File: config.mk
export PLATFORM = sky130hd
export DESIGN_NAME = stable_priority_queue_unit_flat
export DESIGN_NICKNAME = d
export VERILOG_FILES = /design/src/rtl/spq_pkg.sv /design/src/rtl/spq_if.sv /design/src/rtl/stable_priority_queue_unit.sv /design/src/flat_wrapper.sv
export SDC_FILE = /design/constraint.sdc
export NUM_CORES = 2
export LEC_CHECK = 0
export BUFFER_PORTS_ARGS = -buffer_cell sky130_fd_sc_hd__buf_2
export CORE_UTILIZATION = 52
export CTS_BUF_LIST = sky130_fd_sc_hd__clkbuf_4 sky130_fd_sc_hd__clkbuf_8 sky130_fd_sc_hd__clkbuf_16
export CTS_CLUSTER_DIAMETER = 120
export CTS_CLUSTER_SIZE = 20
export DETAILED_ROUTE_END_ITERATION = 10
export PLACE_DENSITY = 0.66
export SLEW_MARGIN = 20
export SYNTH_ARGS = -nofsm -noshare
export SYNTH_HDL_FRONTEND = slang
export SYNTH_SLANG_ARGS = --single-unit
File: constraint.sdc
create_clock -name i_clk -period 10.2 [get_ports i_clk]
set_input_delay 0.51 -clock i_clk [delete_from_list [all_inputs] [get_ports i_clk]]
set_output_delay 0.51 -clock i_clk [all_outputs]
set_load 0.02 [all_outputs]
File: src/rtl/spq_pkg.sv
`timescale 1ns / 1ps
// ----------------------------------------------------------------------------
// spq_pkg: shared types and constants of the stable priority queue
// Holds field widths, the stored job record, status and command codes and the sequencer states.
// ----------------------------------------------------------------------------
package spq_pkg;

    // field widths of one job and of the result status
    localparam int unsigned PRIO_W   = 8;
    localparam int unsigned SENDER_W = 16;
    localparam int unsigned TAG_W    = 16;
    localparam int unsigned ARG_W    = 32;
    localparam int unsigned STATUS_W = 2;

    // result status codes
    localparam logic [STATUS_W-1:0] ST_PUSHED = 2'd0;
    localparam logic [STATUS_W-1:0] ST_POPPED = 2'd1;
    localparam logic [STATUS_W-1:0] ST_FULL   = 2'd2;
    localparam logic [STATUS_W-1:0] ST_EMPTY  = 2'd3;

    // command codes
    localparam logic CMD_PUSH = 1'b0;
    localparam logic CMD_POP  = 1'b1;

    // one stored job
    typedef struct packed {
        logic [PRIO_W-1:0]   prio;
        logic [SENDER_W-1:0] sender;
        logic [TAG_W-1:0]    tag;
        logic [ARG_W-1:0]    arg;
    } t_entry;

    // sequencer states
    typedef enum logic [2:0] {
        S_IDLE,
        S_CMP,
        S_PLACE,
        S_POP,
        S_DONE
    } t_state;

endpackage

File: src/rtl/spq_if.sv
`timescale 1ns / 1ps
// ----------------------------------------------------------------------------
// spq_if: command and result channels of the stable priority queue
// Valid/ready channels; a transfer happens when valid and ready are both high.
// ----------------------------------------------------------------------------
interface spq_cmd_if;
    logic                valid;
    logic                ready;
    logic                cmd;
    logic [7:0]          priority_req;
    logic [15:0]         sender_id;
    logic [15:0]         conn_tag;
    logic signed [31:0]  arg_value;

    modport source (output valid, cmd, priority_req, sender_id, conn_tag, arg_value,
                    input ready);
    modport sink   (input valid, cmd, priority_req, sender_id, conn_tag, arg_value,
                    output ready);
endinterface

interface spq_res_if #(
    parameter int unsigned CNT_W = 6
);
    logic                valid;
    logic                ready;
    logic [1:0]          status;
    logic [7:0]          out_priority;
    logic [15:0]         out_sender_id;
    logic [15:0]         out_conn_tag;
    logic signed [31:0]  out_arg_value;
    logic [CNT_W-1:0]    fill_level;

    modport source (output valid, status, out_priority, out_sender_id, out_conn_tag,
                    out_arg_value, fill_level, input ready);
    modport sink   (input valid, status, out_priority, out_sender_id, out_conn_tag,
                    out_arg_value, fill_level, output ready);
endinterface

File: src/rtl/stable_priority_queue_unit.sv
`timescale 1ns / 1ps
// Sequence: a pop passes S_POP and then S_DONE; a push compares in S_CMP, moving
// one larger entry per visit, and ends in S_PLACE if it passes every entry; a
// refused push, an empty pop or a push into an empty queue go straight to S_DONE,
// which waits for the result register to be free. One item at a time: the next
// command is taken only in S_IDLE, after the result is loaded.
// Reset: synchronous active-low i_rst_n empties the queue; job memory not cleared.
// ----------------------------------------------------------------------------
// stable_priority_queue_unit: bounded job queue in a sorted ring
// A push walks back from the tail, moving strictly larger priorities one slot
// back, then places the job; a pop returns the job at the head.
// ----------------------------------------------------------------------------
module stable_priority_queue_unit
    import spq_pkg::*;
#(
    parameter int unsigned QUEUE_DEPTH = 32
) (
    input  logic        i_clk,
    input  logic        i_rst_n,
    spq_cmd_if.sink     i_cmd_if,
    spq_res_if.source   o_res_if
);

    localparam int unsigned IDX_W = (QUEUE_DEPTH > 1) ? $clog2(QUEUE_DEPTH) : 1;
    localparam int unsigned CNT_W = $clog2(QUEUE_DEPTH + 1);
    localparam logic [IDX_W-1:0] LAST_IDX = IDX_W'(QUEUE_DEPTH - 1);
    localparam logic [CNT_W-1:0] FULL_CNT = CNT_W'(QUEUE_DEPTH);

    // ring index helpers
    function automatic logic [IDX_W-1:0] ring_inc(input logic [IDX_W-1:0] idx);
        return (idx == LAST_IDX) ? '0 : idx + 1'b1;
    endfunction

    function automatic logic [IDX_W-1:0] ring_dec(input logic [IDX_W-1:0] idx);
        return (idx == '0) ? LAST_IDX : idx - 1'b1;
    endfunction

    // job memory
    t_entry r_mem [QUEUE_DEPTH];
    t_entry r_rd_data;

    // control registers
    t_state             r_state,   n_state;
    logic [IDX_W-1:0]   r_head,    n_head;
    logic [IDX_W-1:0]   r_tail,    n_tail;
    logic [CNT_W-1:0]   r_count,   n_count;
    logic [CNT_W-1:0]   r_passed,  n_passed;
    logic [IDX_W-1:0]   r_slot,    n_slot;
    logic [IDX_W-1:0]   r_rd_addr, n_rd_addr;
    logic               r_out_valid, n_out_valid;

    // payload registers
    t_entry             r_req,     n_req;
    logic [STATUS_W-1:0] r_res_status, n_res_status;
    t_entry             r_res,     n_res;
    logic [STATUS_W-1:0] r_o_status, n_o_status;
    t_entry             r_o_entry, n_o_entry;
    logic [CNT_W-1:0]   r_o_fill,  n_o_fill;

    // memory port controls
    logic               w_we;
    logic [IDX_W-1:0]   w_waddr;
    t_entry             w_wdata;
    logic               w_re;
    logic               w_cmd_xfer;

    assign w_cmd_xfer = i_cmd_if.valid && i_cmd_if.ready;

    // handshake and result port
    assign i_cmd_if.ready          = (r_state == S_IDLE);
    assign o_res_if.valid          = r_out_valid;
    assign o_res_if.status         = r_o_status;
    assign o_res_if.out_priority   = r_o_entry.prio;
    assign o_res_if.out_sender_id  = r_o_entry.sender;
    assign o_res_if.out_conn_tag   = r_o_entry.tag;
    assign o_res_if.out_arg_value  = $signed(r_o_entry.arg);
    assign o_res_if.fill_level     = r_o_fill;

    // memory write port and registered read port
    always_ff @(posedge i_clk) begin
        if (w_we) begin
            r_mem[w_waddr] <= w_wdata;
        end
        if (w_re) begin
            r_rd_data <= r_mem[n_rd_addr];
        end
    end

    // state and control registers
    always_ff @(posedge i_clk) begin
        if (!i_rst_n) begin
            r_state     <= S_IDLE;
            r_head      <= '0;
            r_tail      <= '0;
            r_count     <= '0;
            r_passed    <= '0;
            r_slot      <= '0;
            r_rd_addr   <= '0;
            r_out_valid <= 1'b0;
        end else begin
            r_state     <= n_state;
            r_head      <= n_head;
            r_tail      <= n_tail;
            r_count     <= n_count;
            r_passed    <= n_passed;
            r_slot      <= n_slot;
            r_rd_addr   <= n_rd_addr;
            r_out_valid <= n_out_valid;
        end
    end

    // payload registers
    always_ff @(posedge i_clk) begin
        r_req        <= n_req;
        r_res_status <= n_res_status;
        r_res        <= n_res;
        r_o_status   <= n_o_status;
        r_o_entry    <= n_o_entry;
        r_o_fill     <= n_o_fill;
    end

    // sequencer: next state, memory controls and result staging
    always_comb begin
        n_state      = r_state;
        n_head       = r_head;
        n_tail       = r_tail;
        n_count      = r_count;
        n_passed     = r_passed;
        n_slot       = r_slot;
        n_rd_addr    = r_rd_addr;
        n_out_valid  = r_out_valid;
        n_req        = r_req;
        n_res_status = r_res_status;
        n_res        = r_res;
        n_o_status   = r_o_status;
        n_o_entry    = r_o_entry;
        n_o_fill     = r_o_fill;
        w_we         = 1'b0;
        w_waddr      = r_slot;
        w_wdata      = r_req;
        w_re         = 1'b0;

        // result transfer frees the output register
        if (r_out_valid && o_res_if.ready) begin
            n_out_valid = 1'b0;
        end

        unique case (r_state)
            S_IDLE: begin
                if (w_cmd_xfer) begin
                    n_req.prio   = i_cmd_if.priority_req;
                    n_req.sender = i_cmd_if.sender_id;
                    n_req.tag    = i_cmd_if.conn_tag;
                    n_req.arg    = i_cmd_if.arg_value;
                    n_res        = '0;
                    if (i_cmd_if.cmd == CMD_PUSH) begin
                        priority if (r_count == FULL_CNT) begin
                            n_res_status = ST_FULL;
                            n_state      = S_DONE;
                        end else if (r_count == '0) begin
                            // empty ring: place at the tail at once
                            w_we         = 1'b1;
                            w_waddr      = r_tail;
                            w_wdata      = n_req;
                            n_tail       = ring_inc(r_tail);
                            n_count      = r_count + 1'b1;
                            n_res_status = ST_PUSHED;
                            n_state      = S_DONE;
                        end else begin
                            n_slot    = r_tail;
                            n_passed  = '0;
                            n_rd_addr = ring_dec(r_tail);
                            w_re      = 1'b1;
                            n_state   = S_CMP;
                        end
                    end else begin
                        if (r_count == '0) begin
                            n_res_status = ST_EMPTY;
                            n_state      = S_DONE;
                        end else begin
                            n_rd_addr = r_head;
                            w_re      = 1'b1;
                            n_state   = S_POP;
                        end
                    end
                end
            end

            S_CMP: begin
                w_we = 1'b1;
                if (r_rd_data.prio <= r_req.prio) begin
                    // stop behind an equal or smaller priority
                    w_waddr      = r_slot;
                    w_wdata      = r_req;
                    n_tail       = ring_inc(r_tail);
                    n_count      = r_count + 1'b1;
                    n_res_status = ST_PUSHED;
                    n_state      = S_DONE;
                end else begin
                    // move the larger entry one slot back
                    w_waddr  = r_slot;
                    w_wdata  = r_rd_data;
                    n_slot   = r_rd_addr;
                    n_passed = r_passed + 1'b1;
                    if (n_passed < r_count) begin
                        n_rd_addr = ring_dec(r_rd_addr);
                        w_re      = 1'b1;
                    end else begin
                        n_state = S_PLACE;
                    end
                end
            end

            S_PLACE: begin
                w_we         = 1'b1;
                w_waddr      = r_slot;
                w_wdata      = r_req;
                n_tail       = ring_inc(r_tail);
                n_count      = r_count + 1'b1;
                n_res_status = ST_PUSHED;
                n_state      = S_DONE;
            end

            S_POP: begin
                n_res        = r_rd_data;
                n_res_status = ST_POPPED;
                n_head       = ring_inc(r_head);
                n_count      = r_count - 1'b1;
                n_state      = S_DONE;
            end

            S_DONE: begin
                // load the output register once it is free
                if (!r_out_valid || o_res_if.ready) begin
                    n_o_status  = r_res_status;
                    n_o_entry   = r_res;
                    n_o_fill    = r_count;
                    n_out_valid = 1'b1;
                    n_state     = S_IDLE;
                end
            end

            default: begin
                n_state = S_IDLE;
            end
        endcase
    end

    // count never exceeds the ring depth
    a_count_bound: assert property (@(posedge i_clk) disable iff (!i_rst_n)
        r_count <= FULL_CNT)
        else $error("entry count beyond depth");

    // the insert walk never passes more entries than are held
    a_walk_bound: assert property (@(posedge i_clk) disable iff (!i_rst_n)
        (r_state == S_CMP) |-> (r_passed < r_count))
        else $error("insert walk past held entries");

    // a refused push reports a full queue
    a_full_fill: assert property (@(posedge i_clk) disable iff (!i_rst_n)
        (o_res_if.valid && o_res_if.status == ST_FULL) |-> (o_res_if.fill_level == FULL_CNT))
        else $error("full status with partial fill");

    // an empty pop reports zero fill and zero priority
    a_empty_fill: assert property (@(posedge i_clk) disable iff (!i_rst_n)
        (o_res_if.valid && o_res_if.status == ST_EMPTY)
        |-> (o_res_if.fill_level == '0 && o_res_if.out_priority == '0))
        else $error("empty status with nonzero fields");

    // a popped job leaves the count one lower at the next step
    a_pop_count: assert property (@(posedge i_clk) disable iff (!i_rst_n)
        (r_state == S_POP) |=> (r_count == $past(r_count) - 1'b1))
        else $error("pop did not decrement count");

endmodule

File: src/flat_wrapper.sv
// flat-port wrapper written by rule: the top's interface ports become plain ports
module stable_priority_queue_unit_flat import spq_pkg::*;
#(
    parameter int unsigned QUEUE_DEPTH = 32
)
  (i_clk, i_rst_n, i_cmd_if_valid, i_cmd_if_cmd, i_cmd_if_priority_req, i_cmd_if_sender_id, i_cmd_if_conn_tag, i_cmd_if_arg_value, i_cmd_if_ready, o_res_if_valid, o_res_if_status, o_res_if_out_priority, o_res_if_out_sender_id, o_res_if_out_conn_tag, o_res_if_out_arg_value, o_res_if_fill_level, o_res_if_ready);
  spq_cmd_if i_cmd_if_i ();
  spq_res_if #(.CNT_W(6)) o_res_if_i ();
  input  logic i_clk;
  input  logic i_rst_n;
  input wire logic [$bits(i_cmd_if_i.valid)-1:0] i_cmd_if_valid;
  input wire logic [$bits(i_cmd_if_i.cmd)-1:0] i_cmd_if_cmd;
  input wire logic [$bits(i_cmd_if_i.priority_req)-1:0] i_cmd_if_priority_req;
  input wire logic [$bits(i_cmd_if_i.sender_id)-1:0] i_cmd_if_sender_id;
  input wire logic [$bits(i_cmd_if_i.conn_tag)-1:0] i_cmd_if_conn_tag;
  input wire logic [$bits(i_cmd_if_i.arg_value)-1:0] i_cmd_if_arg_value;
  output wire logic [$bits(i_cmd_if_i.ready)-1:0] i_cmd_if_ready;
  output wire logic [$bits(o_res_if_i.valid)-1:0] o_res_if_valid;
  output wire logic [$bits(o_res_if_i.status)-1:0] o_res_if_status;
  output wire logic [$bits(o_res_if_i.out_priority)-1:0] o_res_if_out_priority;
  output wire logic [$bits(o_res_if_i.out_sender_id)-1:0] o_res_if_out_sender_id;
  output wire logic [$bits(o_res_if_i.out_conn_tag)-1:0] o_res_if_out_conn_tag;
  output wire logic [$bits(o_res_if_i.out_arg_value)-1:0] o_res_if_out_arg_value;
  output wire logic [$bits(o_res_if_i.fill_level)-1:0] o_res_if_fill_level;
  input wire logic [$bits(o_res_if_i.ready)-1:0] o_res_if_ready;
  assign i_cmd_if_i.valid = i_cmd_if_valid;
  assign i_cmd_if_i.cmd = i_cmd_if_cmd;
  assign i_cmd_if_i.priority_req = i_cmd_if_priority_req;
  assign i_cmd_if_i.sender_id = i_cmd_if_sender_id;
  assign i_cmd_if_i.conn_tag = i_cmd_if_conn_tag;
  assign i_cmd_if_i.arg_value = i_cmd_if_arg_value;
  assign i_cmd_if_ready = i_cmd_if_i.ready;
  assign o_res_if_valid = o_res_if_i.valid;
  assign o_res_if_status = o_res_if_i.status;
  assign o_res_if_out_priority = o_res_if_i.out_priority;
  assign o_res_if_out_sender_id = o_res_if_i.out_sender_id;
  assign o_res_if_out_conn_tag = o_res_if_i.out_conn_tag;
  assign o_res_if_out_arg_value = o_res_if_i.out_arg_value;
  assign o_res_if_fill_level = o_res_if_i.fill_level;
  assign o_res_if_i.ready = o_res_if_ready;
  stable_priority_queue_unit #(.QUEUE_DEPTH(QUEUE_DEPTH)) u_core (.i_clk(i_clk), .i_rst_n(i_rst_n), .i_cmd_if(i_cmd_if_i), .o_res_if(o_res_if_i));
endmodule
==> impl_metrics.xml <==
<?xml version="1.0" encoding="UTF-8"?>
<metrics>
  <group name="run_status">
    <metric name="outcome" unit="">finished with violations</metric>
    <metric name="violated_checks" unit="">DRC</metric>
  </group>
  <group name="clock_tree">
    <metric name="postCtsResizedCells" unit="">0</metric>
    <metric name="htree_num_levels" unit="">4</metric>
    <metric name="cts_hold_buf" unit="">71</metric>
    <metric name="clkTransAtPathRegs" unit="ns">0.08</metric>
    <metric name="numCtsBuffers" unit="">149</metric>
    <metric name="clock_sink_total" unit="">2638</metric>
    <metric name="clock_latency" unit="ns">0.85</metric>
    <metric name="post-cts-setup-buffers" unit="">0</metric>
    <metric name="cts.root.buffer_cell" unit="">clkbuf_16</metric>
    <metric name="cts_tree" unit="">done</metric>
    <metric name="cts.path.max_buffers" unit="">3</metric>
  </group>
  <group name="timing">
    <metric name="fmaxAchievable" unit="MHz">144</metric>
    <metric name="skew" unit="ns">0.0454</metric>
    <metric name="tns" unit="ns">0</metric>
    <metric name="worst_margin_slew" unit="ns">1.23</metric>
    <metric name="final.period_utilization" unit="">0.681</metric>
    <metric name="hold_viol_final" unit="">0</metric>
    <metric name="finalHoldWorstSlack" unit="ns">0.0599</metric>
    <metric name="maxSlewViolCount" unit="">0</metric>
    <metric name="fin_crit" unit="ns">6.94</metric>
    <metric name="worst_slack" unit="ns">3.26</metric>
    <metric name="setup_repair_after_global_routing_missed_its_margin" unit="">false</metric>
    <metric name="max_slew_margin" unit="">0.183</metric>
    <metric name="setup_viol" unit="">0</metric>
  </group>
  <group name="synth">
    <metric name="synth_sequential_area_ratio" unit="">0.754</metric>
    <metric name="netlist.area_leader.share" unit="">0.747</metric>
    <metric name="most_common_cell_in_the_synthesized_netlist" unit="">edfxtp_1</metric>
    <metric name="ys_seq_elements" unit="">2638</metric>
    <metric name="syn-mean-instance-area" unit="sq um">15.2</metric>
    <metric name="synth_warnings" unit="">0</metric>
    <metric name="synth_async_sr_flop_share" unit="">0</metric>
    <metric name="synth.lib_cells_used.distinct" unit="">81</metric>
    <metric name="synthFlopType" unit="">edfxtp_1</metric>
    <metric name="synth.cells.most_frequent" unit="">edfxtp_1 (2,602), nand2_1 (1,242), mux2i_1 (375)</metric>
    <metric name="synthesis.instances" unit="">6879</metric>
    <metric name="synth_top_cells_by_area" unit="">edfxtp_1 (75%), nand2_1 (4.5%), mux2i_1 (3.6%), nand3_1 (1.6%), a211oi_1 (1.4%)</metric>
    <metric name="synth_edf_count" unit="">2602</metric>
    <metric name="synth_fp_nets" unit="">6982</metric>
    <metric name="synth_top_area_cell" unit="">edfxtp_1</metric>
    <metric name="netlist_area" unit="sq um">105000</metric>
  </group>
  <group name="hold_path">
    <metric name="hold_path.class" unit="">input pin to register</metric>
    <metric name="worst_hold_startpoint" unit="">i_cmd_if_arg_value[31]</metric>
  </group>
  <group name="critical_path">
    <metric name="rr_startpoint" unit="">u_core.r_state[0]</metric>
    <metric name="criticalPathCategory" unit="">register to register</metric>
    <metric name="cp.buffers_inverters" unit="">5</metric>
    <metric name="critPathMaxStageDelay" unit="ns">0.99</metric>
    <metric name="worstPathCellList" unit="">nor2b_1, nand2_1, inv_4, o211ai_4, buf_4, buf_4, o21ai_2, nor2_4, buf_4, buf_12, nand2_1, a311o_1, a311oi_1, a31o_1</metric>
    <metric name="worst_setup_path_end_kind" unit="">register</metric>
    <metric name="crit_start" unit="">u_core.r_state[0]</metric>
    <metric name="cp_data_arrival_time" unit="ns">7.65</metric>
    <metric name="startpoint_type" unit="">register</metric>
    <metric name="worst_path_dominant_cell_family" unit="">buffers and inverters</metric>
    <metric name="cpMostUsedCell" unit="">buf_4</metric>
    <metric name="timing.critical_path.slowest_stage_cell" unit="">buf_4</metric>
    <metric name="worst-endpoint-required" unit="ns">10.91</metric>
    <metric name="critical_path.max_fanout" unit="">139</metric>
  </group>
  <group name="place">
    <metric name="preCtsSetupSlack" unit="ns">3.51</metric>
    <metric name="hpwlAfterDp" unit="microns">144000</metric>
    <metric name="io_buffer_count" unit="">158</metric>
    <metric name="gp_congestion" unit="">0.825</metric>
  </group>
  <group name="floorplan">
    <metric name="io-pin-count" unit="">159</metric>
    <metric name="die_w" unit="microns">450</metric>
    <metric name="initial_core_util" unit="">0.523</metric>
    <metric name="core_area" unit="sq um">200000</metric>
    <metric name="floorplan.die_area" unit="sq um">203000</metric>
    <metric name="fp.dieH" unit="microns">450</metric>
    <metric name="placementRows" unit="">164</metric>
  </group>
  <group name="layout">
    <metric name="finalNetCount" unit="">7007</metric>
    <metric name="final_layout_size_suffix_gt1_frac" unit="">0.103</metric>
    <metric name="num-fill-cells" unit="">15400</metric>
    <metric name="area_growth" unit="%">8.12</metric>
  </group>
  <group name="routing">
    <metric name="routed_via_density" unit="">6.61</metric>
    <metric name="drt-wirelength-per-cell" unit="microns">30.9</metric>
    <metric name="drcViolationCount" unit="">29</metric>
    <metric name="total_vias_in_the_final_route" unit="">63400</metric>
    <metric name="routed_wirelength" unit="microns">296000</metric>
    <metric name="initialDrtViolationCount" unit="">9562</metric>
    <metric name="dr_pass1_iterations" unit="">11</metric>
    <metric name="detail-route-antenna-nets" unit="">0</metric>
  </group>
  <group name="power_and_ir_drop">
    <metric name="worst_ir_drop_vdd" unit="mV">0.443</metric>
    <metric name="static-leakage-power" unit="nW">38.1</metric>
    <metric name="power.density_cell_area" unit="nW/um^2">300</metric>
  </group>
  <group name="grt">
    <metric name="first_global_vias" unit="">59900</metric>
    <metric name="grt_antenna_before_repair" unit="">9</metric>
    <metric name="groute.usage.overall" unit="">0.286</metric>
    <metric name="wire_length_of_the_first_global_routing_pass" unit="microns">421000</metric>
    <metric name="grt_start_max_net_pins" unit="">184</metric>
    <metric name="grt-ovfl-total" unit="">0</metric>
  </group>
  <group name="flow_run">
    <metric name="cap_violations" unit="">0</metric>
  </group>
</metrics>
-- final timing paths --
kind | slack (ns) | cells after the start | to
setup / recovery | 3.26 | 14 | u_core.r_rd_data[9]
hold / removal | 0.06 | 1 | u_core.r_req[31]
setup reg to reg | 3.26 | 14 | u_core.r_rd_data[9]
hold reg to reg | 0.42 | 0 | u_core.o_res_if.status[0]
-- registers in the layout, summed over array words and instances (netlist names), 8 cells and up --
name                           cells
u_core.r_rd_data                  72
u_core.o_res_if.out_priority       8
u_core.r_req                      72
u_core.o_res_if.out_conn_tag      16
u_core.o_res_if.out_arg_value     32
u_core.r_res                      72
u_core.o_res_if.out_sender_id     16
u_core.r_mem                    2304
-- cell families after synthesis --
family | after synthesis | share of synthesized area
buffers and inverters | 592 | 0.0243
AO/OA/AOI/OAI | 1228 | 0.0962
multiplexers | 379 | 0.0366
AND/OR/NAND/NOR | 2003 | 0.0847
flip-flops | 2638 | 0.754
XOR/XNOR | 13 | 0.00109
adder cells (fa/ha/maj) | 26 | 0.00318
-- where the power goes --
part	switching [W]	internal (W)
combinational	0.00919	0.00421
sequential	0.000372	0.0141
clock	0.00335	0.00273
-- cells in the final DEF (no fill, tap or decap), types with 44 or more instances in the layout --
cell type      instances
edfxtp_1            2602
and3_1               221
o221ai_1              81
a311o_1               55
a31o_1                50
nand2_1             1237
buf_4                118
inv_1                 92
o221a_2              108
a31oi_1              140
a31o_2                55
mux2i_1              375
clkbuf_16            154
a32oi_1               59
o21ai_0               79
a222oi_1              72
a21oi_1               44
dlygate4sd3_1         71
a2bb2oi_1             53
buf_2                158
nand3_1              337
and2_1                78
a311oi_1              96
a211oi_1             197
-- through the flow --
stage	util	area, sq um	std cells	power [W]
3_3_place_gp	0.542	108000	9336	0.0277
3_5_place_dp	0.542	108000	9336	0.0279
6_report	0.566	113000	9582	0.0340
4_1_cts	0.566	113000	9578	0.0339
5_1_grt	0.566	113000	9582	0.0353
2_1_floorplan	-	105000	6879	0.0236
-- worst register-to-register path, delay by kind of cell (launching register included) --
kind | cells | cell delay, ns
flip-flops | 1 | 0.77
AND/OR/NAND/NOR | 4 | 1.58
AO/OA/AOI/OAI | 5 | 1.47
buffers and inverters | 5 | 2.98
-- routing by layer --
| metal | global-route usage | vias up | part of all wire |
|---|---|---|---|
| met5 | 0 | - | 0 |
| met4 | 0.0902 | 0 | 0.032 |
| met3 | 0.0438 | 526 | 0.11 |
| met2 | 0.454 | 3745 | 0.47 |
| met1 | 0.407 | 32300 | 0.39 |
| li1 | - | 26800 | - |
-- area by class of cell --
type	instances	area, sq um	share of cell area
Tap cell	2656	3320	0.0294
Antenna cell	2	5.00	0.0000443
Multi-Input combinational cell	3649	23600	0.209
Sequential cell	2638	78900	0.697
Clock buffer	161	3910	0.0345
Inverter	95	360	0.00319
Clock inverter	10	120	0.00106
Timing Repair Buffer	371	2860	0.0253
Note: power is estimated with default switching activity, not from simulation.
